**src/hw/rtl/sha256_pkg.sv**
```systemverilog
// ----------------------------------------------------------------------------
// SHA-256 package
// Round constants, initial hash values and block layout constants.
// ----------------------------------------------------------------------------
`default_nettype none
package sha256_pkg;
   localparam int unsigned BLOCK_DEPTH = 16;          // block words of 32 bits
   localparam logic [7:0]  PAD_BYTE    = 8'h80;
   localparam int unsigned LEN_OFFSET  = 56;

   function automatic logic [31:0] init_word(input logic [2:0] i);
      logic [31:0] r;
      begin
         case (i)
            3'd0: r = 32'h6a09e667;
            3'd1: r = 32'hbb67ae85;
            3'd2: r = 32'h3c6ef372;
            3'd3: r = 32'ha54ff53a;
            3'd4: r = 32'h510e527f;
            3'd5: r = 32'h9b05688c;
            3'd6: r = 32'h1f83d9ab;
            default: r = 32'h5be0cd19;
         endcase
         return r;
      end
   endfunction

   localparam logic [31:0] K_TAB [64] = '{
      32'h428a2f98,32'h71374491,32'hb5c0fbcf,32'he9b5dba5,32'h3956c25b,32'h59f111f1,
      32'h923f82a4,32'hab1c5ed5,32'hd807aa98,32'h12835b01,32'h243185be,32'h550c7dc3,
      32'h72be5d74,32'h80deb1fe,32'h9bdc06a7,32'hc19bf174,32'he49b69c1,32'hefbe4786,
      32'h0fc19dc6,32'h240ca1cc,32'h2de92c6f,32'h4a7484aa,32'h5cb0a9dc,32'h76f988da,
      32'h983e5152,32'ha831c66d,32'hb00327c8,32'hbf597fc7,32'hc6e00bf3,32'hd5a79147,
      32'h06ca6351,32'h14292967,32'h27b70a85,32'h2e1b2138,32'h4d2c6dfc,32'h53380d13,
      32'h650a7354,32'h766a0abb,32'h81c2c92e,32'h92722c85,32'ha2bfe8a1,32'ha81a664b,
      32'hc24b8b70,32'hc76c51a3,32'hd192e819,32'hd6990624,32'hf40e3585,32'h106aa070,
      32'h19a4c116,32'h1e376c08,32'h2748774c,32'h34b0bcb5,32'h391c0cb3,32'h4ed8aa4a,
      32'h5b9cca4f,32'h682e6ff3,32'h748f82ee,32'h78a5636f,32'h84c87814,32'h8cc70208,
      32'h90befffa,32'ha4506ceb,32'hbef9a3f7,32'hc67178f2};
endpackage
`default_nettype wire

```
**src/hw/rtl/sha256_core.sv**
```systemverilog
// ----------------------------------------------------------------------------
// SHA-256 compression core
// Runs 64 rounds over the block held in a word memory. Rounds 0 to 15 read
// the block words from that memory; later schedule words roll through a
// 16-word register window.
// ----------------------------------------------------------------------------
`default_nettype none
module sha256_core (
   input  wire logic        clock,
   input  wire logic        reset,
   input  wire logic        start,
   output      logic        busy,
   output      logic        done,
   // block word writes from the collector while idle
   input  wire logic        wr_en,
   input  wire logic [3:0]  wr_addr,
   input  wire logic [31:0] wr_data,
   input  wire logic        h_init,
   input  wire logic [2:0]  h_rd_idx,
   output      logic [31:0] h_rd_data
);
   logic [31:0] wmem [sha256_pkg::BLOCK_DEPTH];
   logic [31:0] h_ff [8];
   logic [31:0] h_in [8];
   logic [31:0] r_ff [8];
   logic [31:0] r_in [8];
   logic [31:0] win_ff [16];   // shadow window for schedule taps
   logic [6:0]  cnt_ff, cnt_in;
   logic        run_ff, run_in, fin_ff, fin_in;
   logic [31:0] rd_q;

   // memory read port: word i of this round, registered
   always_ff @(posedge clock) begin
      if (wr_en) wmem[wr_addr] <= wr_data;
      rd_q <= wmem[cnt_in[3:0]];
   end

   function automatic logic [31:0] ror(input logic [31:0] v, input int k);
      return (v >> k) | (v << (32 - k));
   endfunction

   logic [31:0] w, a15, a2, t1, t2, e, a;
   logic [5:0]  ri;
   always_comb begin
      ri  = cnt_ff[5:0];
      a15 = win_ff[4'(ri + 6'd1)];
      a2  = win_ff[4'(ri + 6'd14)];
      if (ri < 6'd16) w = rd_q;
      else w = win_ff[ri[3:0]] + (ror(a15,7) ^ ror(a15,18) ^ (a15 >> 3))
               + win_ff[4'(ri + 6'd9)] + (ror(a2,17) ^ ror(a2,19) ^ (a2 >> 10));
      e  = r_ff[4];
      a  = r_ff[0];
      t1 = r_ff[7] + (ror(e,6) ^ ror(e,11) ^ ror(e,25)) + ((e & r_ff[5]) ^ (~e & r_ff[6]))
           + sha256_pkg::K_TAB[ri] + w;
      t2 = (ror(a,2) ^ ror(a,13) ^ ror(a,22)) + ((a & r_ff[1]) ^ (a & r_ff[2]) ^ (r_ff[1] & r_ff[2]));
      r_in = r_ff;
      h_in = h_ff;
      cnt_in = cnt_ff;
      run_in = run_ff;
      fin_in = 1'b0;
      if (start && !run_ff) begin
         run_in = 1'b1;
         cnt_in = '0;
         r_in = h_ff;
      end else if (run_ff) begin
         r_in[7] = r_ff[6]; r_in[6] = r_ff[5]; r_in[5] = r_ff[4];
         r_in[4] = r_ff[3] + t1;
         r_in[3] = r_ff[2]; r_in[2] = r_ff[1]; r_in[1] = r_ff[0];
         r_in[0] = t1 + t2;
         cnt_in = cnt_ff + 7'd1;
         if (cnt_ff == 7'd63) begin
            run_in = 1'b0;
            fin_in = 1'b1;
         end
      end
      if (fin_ff)
         for (int i = 0; i < 8; i++) h_in[i] = h_ff[i] + r_ff[i];
      if (h_init)
         for (int i = 0; i < 8; i++) h_in[i] = sha256_pkg::init_word(3'(i));
   end

   always_ff @(posedge clock) begin
      r_ff <= r_in;
      if (run_ff) win_ff[ri[3:0]] <= w;
      if (reset) begin
         run_ff <= 1'b0;
         fin_ff <= 1'b0;
         cnt_ff <= '0;
         for (int i = 0; i < 8; i++) h_ff[i] <= sha256_pkg::init_word(3'(i));
      end else begin
         run_ff <= run_in;
         fin_ff <= fin_in;
         cnt_ff <= cnt_in;
         h_ff   <= h_in;
      end
   end

   assign busy = run_ff | fin_ff;
   assign done = fin_ff;
   assign h_rd_data = h_ff[h_rd_idx];

   a_fin_after_last: assert property (@(posedge clock) disable iff (reset)
      (run_ff && cnt_ff == 7'd63) |=> fin_ff) else $error("no finish pulse");
   a_no_wr_busy: assert property (@(posedge clock) disable iff (reset)
      run_ff |-> !wr_en) else $error("block write during rounds");
   a_cnt_range: assert property (@(posedge clock) disable iff (reset)
      run_ff |-> cnt_ff < 7'd64) else $error("round count out of range");
endmodule
`default_nettype wire

```
**src/hw/rtl/sha256_stream_hasher_unit.sv**
```systemverilog
// ----------------------------------------------------------------------------
// SHA-256 stream hasher
// Byte stream in, eight digest words out per message.
// ----------------------------------------------------------------------------
//  channel | direction | fields
//  req_    | in        | data_byte, has_byte, is_last
//  rsp_    | out       | digest_word, word_index, last_word
// One byte per cycle while req_ready is high; the 64th byte of a block holds
// the input during compression (64 rounds, one per cycle, and the chaining update).
// A last item adds padding word writes and one or two compressions, then
// eight digest words, each held until taken.
// Reset clears counters and loads the initial hash values at once.
// req_ready stays low while a block compresses, padding is written or digest
// words are pending.
`default_nettype none
module sha256_stream_hasher_unit (
   input  wire logic        clock,
   input  wire logic        reset,
   input  wire logic        req_valid,
   output      logic        req_ready,
   input  wire logic [7:0]  req_data_byte,
   input  wire logic        req_has_byte,
   input  wire logic        req_is_last,
   output      logic        rsp_valid,
   input  wire logic        rsp_ready,
   output      logic [31:0] rsp_digest_word,
   output      logic [2:0]  rsp_word_index,
   output      logic        rsp_last_word
);
   localparam logic [2:0] S_IDLE = 3'd0, S_COMP = 3'd1, S_PAD = 3'd2,
                          S_PCOMP = 3'd3, S_OUT = 3'd4;
   logic [2:0]  st_ff, st_in;
   logic [63:0] bits_ff, bits_in, lenb_ff, lenb_in;
   logic [23:0] acc_ff, acc_in;
   logic [3:0]  pw_ff, pw_in;      // pad word position
   logic        final_ff, final_in; // pending compression is the last one
   logic [2:0]  oi_ff, oi_in;
   logic        wr_en, start, h_init;
   logic [3:0]  wr_addr;
   logic [31:0] wr_data;
   logic        core_busy, core_done;
   logic [31:0] h_rd;
   logic        acc_ok;
   logic [5:0]  pos;
   // pad bookkeeping: whether the length needs a second block
   logic        two_blk_ff, second_ff, pad_pending, pad_done_ff;

   sha256_core u_core (
      .clock(clock), .reset(reset), .start(start), .busy(core_busy), .done(core_done),
      .wr_en(wr_en), .wr_addr(wr_addr), .wr_data(wr_data), .h_init(h_init),
      .h_rd_idx(oi_ff), .h_rd_data(h_rd));

   assign req_ready = (st_ff == S_IDLE);
   assign acc_ok = req_valid && req_ready;
   assign pos = bits_ff[8:3];

   always_comb begin
      st_in = st_ff; bits_in = bits_ff; lenb_in = lenb_ff; acc_in = acc_ff;
      pw_in = pw_ff; final_in = final_ff; oi_in = oi_ff;
      wr_en = 1'b0; wr_addr = '0; wr_data = '0; start = 1'b0; h_init = 1'b0;
      case (st_ff)
         S_IDLE: if (acc_ok) begin
            logic [63:0] nb;
            logic [5:0]  np;
            nb = bits_ff;
            if (req_has_byte) begin
               wr_en = (pos[1:0] == 2'd3);
               wr_addr = pos[5:2];
               wr_data = {acc_ff, req_data_byte};
               acc_in = {acc_ff[15:0], req_data_byte};
               nb = bits_ff + 64'd8;
            end
            bits_in = nb;
            np = nb[8:3];
            if (req_has_byte && pos == 6'd63) begin
               start = 1'b1;
               st_in = S_COMP;
               final_in = 1'b0;
            end
            if (req_is_last) begin
               lenb_in = nb;
               final_in = 1'b1;
               st_in = (req_has_byte && pos == 6'd63) ? S_COMP : S_PAD;
               // last data byte shifted into the partial word; the pad byte is added in S_PAD
               acc_in = (req_has_byte ? {acc_ff[15:0], req_data_byte} : acc_ff);
               pw_in = np[5:2];
            end
         end
         S_COMP: if (core_done) begin
            if (final_ff) begin
               st_in = S_PAD;
               pw_in = bits_ff[8:5] == 4'd0 ? 4'd0 : pw_ff;
            end else st_in = S_IDLE;
         end
         S_PAD: begin
            logic [5:0] lp;
            logic [31:0] wd;
            lp = lenb_ff[8:3];
            wd = '0;
            // word holding the pad byte
            if (pw_ff == lp[5:2] && pad_pending)
               case (lp[1:0])
                  2'd0: wd = {sha256_pkg::PAD_BYTE, 24'd0};
                  2'd1: wd = {acc_ff[7:0], sha256_pkg::PAD_BYTE, 16'd0};
                  2'd2: wd = {acc_ff[15:0], sha256_pkg::PAD_BYTE, 8'd0};
                  default: wd = {acc_ff[23:0], sha256_pkg::PAD_BYTE};
               endcase
            if (!two_blk_ff || second_ff) begin
               if (pw_ff == 4'd14) wd = lenb_ff[63:32];
               if (pw_ff == 4'd15) wd = lenb_ff[31:0];
            end
            wr_en = 1'b1; wr_addr = pw_ff; wr_data = wd;
            pw_in = pw_ff + 4'd1;
            if (pw_ff == 4'd15) begin
               start = 1'b1;
               st_in = S_PCOMP;
            end
         end
         S_PCOMP: if (core_done) begin
            if (two_blk_ff && !second_ff) begin
               st_in = S_PAD; pw_in = '0;
            end else begin
               st_in = S_OUT; oi_in = '0;
            end
         end
         S_OUT: if (rsp_ready) begin
            oi_in = oi_ff + 3'd1;
            if (oi_ff == 3'd7) begin
               st_in = S_IDLE; h_init = 1'b1; bits_in = '0; final_in = 1'b0;
            end
         end
         default: st_in = S_IDLE;
      endcase
   end

   assign pad_pending = !pad_done_ff;
   always_ff @(posedge clock) begin
      if (reset || st_ff == S_IDLE) begin
         pad_done_ff <= 1'b0;
         second_ff   <= 1'b0;
      end else if (st_ff == S_PAD) begin
         if (pw_ff == lenb_ff[8:5] && !pad_done_ff) pad_done_ff <= 1'b1;
      end else if (st_ff == S_PCOMP && core_done && two_blk_ff) begin
         // first of two pad blocks done, the length block follows
         second_ff <= 1'b1;
      end
      if (st_ff == S_IDLE) two_blk_ff <= (bits_in[8:3] >= 6'd56);
   end

   always_ff @(posedge clock) begin
      acc_ff <= acc_in; lenb_ff <= lenb_in;
      if (reset) begin
         st_ff <= S_IDLE; bits_ff <= '0; pw_ff <= '0; final_ff <= 1'b0; oi_ff <= '0;
      end else begin
         st_ff <= st_in; bits_ff <= bits_in; pw_ff <= pw_in; final_ff <= final_in;
         oi_ff <= oi_in;
      end
   end

   assign rsp_valid = (st_ff == S_OUT);
   assign rsp_digest_word = h_rd;
   assign rsp_word_index = oi_ff;
   assign rsp_last_word = (oi_ff == 3'd7);

   a_no_accept_busy: assert property (@(posedge clock) disable iff (reset)
      core_busy |-> !req_ready) else $error("input taken during rounds");
   a_out_order: assert property (@(posedge clock) disable iff (reset)
      (rsp_valid && rsp_ready && !rsp_last_word) |=> rsp_valid) else $error("digest gap");
   a_reset_after: assert property (@(posedge clock) disable iff (reset)
      (rsp_valid && rsp_ready && rsp_last_word) |=> bits_ff == 64'd0) else $error("no clear");
endmodule
`default_nettype wire
```
**config.mk**
```make
export PLATFORM = sky130hd
export DESIGN_NAME = sha256_stream_hasher_unit
export DESIGN_NICKNAME = d
export VERILOG_FILES = /design/src/hw/rtl/sha256_pkg.sv /design/src/hw/rtl/sha256_core.sv /design/src/hw/rtl/sha256_stream_hasher_unit.sv
export SDC_FILE = /design/constraint.sdc
export NUM_CORES = 2
export LEC_CHECK = 0
export BUFFER_PORTS_ARGS = -buffer_cell sky130_fd_sc_hd__buf_2
export CAP_MARGIN = 20
export CORE_MARGIN = 5
export CORE_UTILIZATION = 30
export CTS_BUF_LIST = sky130_fd_sc_hd__clkbuf_4
export CTS_CLUSTER_SIZE = 10
export DETAILED_ROUTE_END_ITERATION = 10
export PLACE_DENSITY = 0.46
export SYNTH_ARGS = -nofsm -noshare
export SYNTH_HDL_FRONTEND = slang
export SYNTH_SLANG_ARGS = --single-unit
```
**constraint.sdc**
```tcl
create_clock -name clock -period 27.9 [get_ports clock]
set_input_delay 4.185 -clock clock [delete_from_list [all_inputs] [get_ports clock]]
set_output_delay 4.185 -clock clock [all_outputs]
set_load 0.1 [all_outputs]
```
Word-level counts from Yosys, hierarchy flattened:

Memories as Yosys holds them, arrays and structs flattened. A register that Yosys moved wholly into a read port is not among the register bits.
Index checks and enable logic that the tools add are counted.

* RAM bits: 1024
* memories kept: 3
* output and inout bits: 38
* flip-flop bits (word level): 687
* memory bits (read-only): 2048

Memories
* (name not given): depth 64, width 32, rd ports 1, clocked after Yosys merged registers in 0, write ports 0, RTL line sha256_core.sv:54 `+ sha256_pkg::K_TAB[ri] + w;`
* u_core.win_ff: depth 16, width 32, rd ports 4, clocked after Yosys merged registers in 1, write ports 1, RTL line sha256_core.sv:27 `logic [31:0] win_ff [16];`
* u_core.wmem: depth 16, width 32, rd ports 1, clocked after Yosys merged registers in 1, write ports 1, RTL line sha256_core.sv:22 `logic [31:0] wmem [sha256_pkg::BLOCK_DEPTH];`

* reductions and logical operators: 32
* add/sub/neg operators: 25
* muxes and demuxes: 75
* magnitude comparators: 4
* eq/ne operators: 25
* bitwise logic cells: 31

Operators by type and width (count)
* $add 32x32->32: 18
* $mux 256: 2
* $mux 32: 11
* $xor 32x32->32: 9
* $mux 64: 4
* $and 32x32->32: 5
* $pmux 64 s2: 1
* $bmux 32 s3: 1
* $pmux 32 s3: 1
* $add 64x4->64 const B: 1
* $pmux 32 s2: 1
* $mux 4: 12
* $mux 3: 12
* $not 32->32: 1
* $or 10x32->32: 1
* $or 13x32->32: 1
* $or 14x32->32: 1
* $or 15x32->32: 1
* $or 19x32->32: 1
* $or 21x32->32: 1
* $or 25x32->32: 1
* $or 26x32->32: 1
* $or 30x32->32: 1
* $or 7x32->32: 1
* other kinds (48): 103

Logic depth before layout (Yosys ltp):

An unclocked memory read counts as a cell.

* word-level depth: 13
* gate-level depth with buffers: 56
* gate-level depth less buffers: 49

Hierarchy:

From an unflattened synthesis, not the netlist that was laid out.

* cell total of the unflattened synthesis: 9625
* area total of the unflattened synthesis: 107366.7 sq um

Modules (own cells, without submodules)
* sha256_core: seq. area each 44382.6 sq um, cells each 8677, times used 1, area an instance 98499.5 sq um
* sha256_stream_hasher_unit: seq. area each 4063.9 sq um, cells each 948, times used 1, area an instance 8867.3 sq um

Worst setup path before layout:

No wires, ideal clock.

* kind: register -> register
* start point: reg u_core.cnt_ff[2]
* end point: reg u_core.r_ff, in the netlist u_core.a[31], data pin
* setup slack: 14577 ps
* arrival: 13060 ps
* buffers on the path: 9
* clock period less this slack: 13323 ps
* library setup time: 263 ps
* data required time: 27637 ps
* cell stages (with the launch flop): 50
* path through: dfxtp_1 > buf_2 > buf_1 > inv_2 > clkbuf_1 > ha_1 > buf_2 > buf_2 > buf_1 > clkbuf_1 > buf_1 > clkbuf_1 > mux4_2 > fa_1 > inv_1 > fa_1 > inv_1 > ha_1 > (+14 left out) > o21ai_0 > a21oi_1 > a22o_1 > a211oi_1 > nand2b_1 > o21ai_0 > xor2_1 > fa_1 > ha_1 > a21o_1 > a21o_1 > o31ai_1 > o211ai_1 > a21o_1 > a21oi_1 > xnor2_1 > xnor2_1 > o21ai_1

RTL lines
* start: declaration: RTL line sha256_core.sv:28 `logic [6:0] cnt_ff, cnt_in;`
* start signal: assignment: RTL line sha256_core.sv:93 `cnt_ff <= cnt_in;`
* end signal: assignment: RTL line sha256_core.sv:83 `r_ff <= r_in;`
* end: declaration: RTL line sha256_core.sv:25 `logic [31:0] r_ff [8];`

==> impl_metrics.toml <==
[drt]
drt_wl_total_mm = 373.7
drt_iter0_drc = 7810
drtAntennaViolNets = 0
vias = 79131
viasPerCell = 5.390
remaining_drc_errors = 0
wl_per_cell_um = 25.45
dr.pass1.iters = 6

[grt]
track_usage = 0.1974
grt_overflow = 0
antenna_found_initial = 12
grt_pass1_vias = 76875
grt_pass1_wl_mm = 539.3
grt_max_degree = 164

[cts]
cts_resized = 0
cts_buffers = 521
cts_buffer_depth = 4
root_buffer = "clkbuf_4"
clk_pin_slew_worst_paths_ns = 0.06
htreeDepth = 6
clk-insertion-delay-late_ns = 1.51
cts.sinks = 1737
tritoncts = "yes"
ctsHoldBuffers = 0
post_cts_buffers = 0

[placed_design]
portBuffers = 51
gp_congestion = 0.9212
placed_area_um2 = 111700
hpwlAfterDp_mm = 253.1

[pwr]
switchingPower_uw = 1637
ir_drop_mv = 0.03821
p_per_area_nw_per_um2 = 52.03
switching_share = 0.2647
leakagePower_uw = 0.04287
clockPowerShare = 0.431
p_int_uw = 4545
seqPwrFrac = 0.461
pwr-share-comb = 0.108

[synth]
synth_edf_count = 1366
synth-seq-cells = 1737
synth_sequential_area_ratio = 0.4573
ys_types = 90
synth-async-reset-ratio = 0
netlist_instances = 9356
ys.flop_type = "edfxtp_1"
syn_nets = 9973
netlist_area_um2 = 105900
avgSynthCellArea_um2 = 11.32
ys_warn_count = 0

[hold_path]
hp-class = "reg -> reg"

[critical_path]
reg2reg_setup_slack_ns = 12.41
r2r_end = "u_core.a[31]"
slowest_delay_ns = 0.81
crit_top_cell = "fa_1"
critPathCaptureType = "register"
r2r_start = "u_core.cnt_ff[0]"
cp_max_fo = 62
cp.arrival_ns = 16.61
setup.worst_path.class = "reg -> reg"
r2r_cells = 45
required_ns = 29.02
start_kind = "register"
cp_slowest_cell = "buf_4"
endpoint = "u_core.a[31]"
startpoint = "u_core.cnt_ff[0]"

[final_layout]
final_common_cell = "edfxtp_1"
layout.cells.most_common_list = "edfxtp_1 (1366), nand2_1 (1271), clkbuf_4 (784)"
drive_gt1_frac = 0.1796
fin_nets = 10139
fillCellCount = 35289
area_delta_synth_final_pct = 12.15
final_core_utilization = 0.3374
final_area_um2 = 118800

[flow_run]
maxCapViolations = 0

[die]
num_rows = 218
io_pins = 52
die_height_um = 604.3
start_util = 0.3009
die_x_um = 604.3
coreArea_um2 = 352100
die_area_um2 = 365100

[timing]
finalSetupViolCount = 0
timing.fmax_ghz = 0.06456
rsz0062_at_grt = "false"
period_minus_slack_ns = 15.49
finalCritPeriodShare = 0.5552
max-slew-margin-rel = 0.2801
tightest_slew_ns = 1.076
finClkSkew_ns = 0.1448
slew_violations = 0
hold_viol = 0
setup_tns_ns = 0

[run_status]
status = "complete, no violations"
## state kept, by name (all words and copies together) (netlist names), 3 cells and up
name	cells
u_core.win_ff	512
u_core.wmem	512
u_core.h_ff	256
u_core.r_ff	192
bits_ff	61
lenb_ff	61
u_core.a	32
u_core.e	32
u_core.rd_q	32
acc_ff	24
u_core.cnt_ff	7
pw_ff	4
rsp_word_index	3
st_ff	3
## cell type report
cell class / instances / area, um2 / area share
timing repair buffer: 212 / 1594 / 0.01342
multi-input combinational: 6639 / 54160 / 0.4559
antenna: 17 / 42.54 / 0.0003581
clock inverter: 152 / 1184 / 0.009962
tap: 4730 / 5918 / 0.04981
inverter: 411 / 1549 / 0.01304
sequential: 1737 / 48480 / 0.4080
clock buffer: 784 / 5886 / 0.04954
## kinds of logic after synthesis
logic type / after synthesis / share of synthesized area
adders and majority gates: 621 / 0.08673
buffers and inverters: 980 / 0.03529
xor gates and xnor gates: 624 / 0.05166
AOI/OAI and AO/OA: 2047 / 0.1242
DFF: 1737 / 0.4573
and+or+nand+nor: 2569 / 0.1058
muxes: 778 / 0.1390
## layer usage
metal  up-vias  GRT usage  part of all wire
met3       623    0.03377             0.070
met2      3197     0.3126              0.46
met4         0    0.05661             0.029
met5         -          0                 0
li1      35402          -                 -
met1     39909     0.2778              0.44
## worst min path at each step
| stage | from | to | cells past startpoint | slack (ns) |
|---|---|---|---|---|
| after floorplan | u_core.h_ff[124] | u_core.h_ff[124] | 2 | 0.45 |
| after global placement | u_core.cnt_ff[6] | u_core.cnt_ff[6] | 2 | 0.48 |
| after detailed placement | u_core.cnt_ff[6] | u_core.cnt_ff[6] | 2 | 0.47 |
| after CTS | u_core.cnt_ff[6] | u_core.cnt_ff[6] | 2 | 0.49 |
| after global routing | u_core.h_ff[84] | u_core.h_ff[84] | 2 | 0.53 |
| final | u_core.cnt_ff[6] | u_core.cnt_ff[6] | 2 | 0.49 |
## metrics by stage
stage	hold slack [ns]	setup slack, ns	instances	total power (uW)
2_1_floorplan	0.4519	14.58	9356	3362
3_3_place_gp	0.4764	12.50	13726	3555
3_5_place_dp	0.4719	12.46	13728	3563
4_1_cts	0.4890	12.33	14664	6271
5_1_grt	0.5333	11.68	14674	6481
6_report	0.4891	12.41	14682	6182
## power by group through the flow
stage / clock network [uW] / logic [uW] / registers (uW)
6_report: 2670 / 666 / 2850
5_1_grt: 2900 / 730 / 2850
4_1_cts: 2760 / 662 / 2850
3_5_place_dp: 0 / 658 / 2910
3_3_place_gp: 0 / 649 / 2910
2_1_floorplan: 0 / 465 / 2900
## Yosys cell counts, types with 57 or more instances
cell type | instances | share of area
mux4_2 | 548 | 0.12
fa_1 | 195 | 0.037
and2_1 | 140 | 0.0083
clkbuf_1 | 460 | 0.016
nor2_1 | 615 | 0.022
nand2_1 | 1274 | 0.045
a211oi_1 | 218 | 0.015
a311oi_1 | 82 | 0.0068
ha_1 | 408 | 0.048
mux2i_1 | 189 | 0.018
a21oi_1 | 534 | 0.025
o21ai_0 | 434 | 0.021
xor2_1 | 204 | 0.017
edfxtp_1 | 1366 | 0.39
dfxtp_1 | 371 | 0.070
nor3_1 | 89 | 0.0042
a21o_1 | 204 | 0.014
o21a_1 | 58 | 0.0041
inv_1 | 406 | 0.014
nor2b_1 | 57 | 0.0034
a31oi_1 | 111 | 0.0066
nand3_1 | 109 | 0.0051
xnor2_1 | 419 | 0.035
a22oi_1 | 58 | 0.0041
nand2b_1 | 59 | 0.0035
buf_1 | 73 | 0.0026
## worst max-delay path, delay by kind of cell (launching register included)
family	cells	cell delay [ns]
AO/OA/AOI/OAI	14	3.99
adder cells (fa/ha/maj)	9	3.77
buffers and inverters	6	2.38
multiplexers	3	1.70
XOR/XNOR	5	1.39
AND/OR/NAND/NOR	8	1.19
flip-flops	1	0.59
Note: power is estimated with default switching activity, not from simulation.
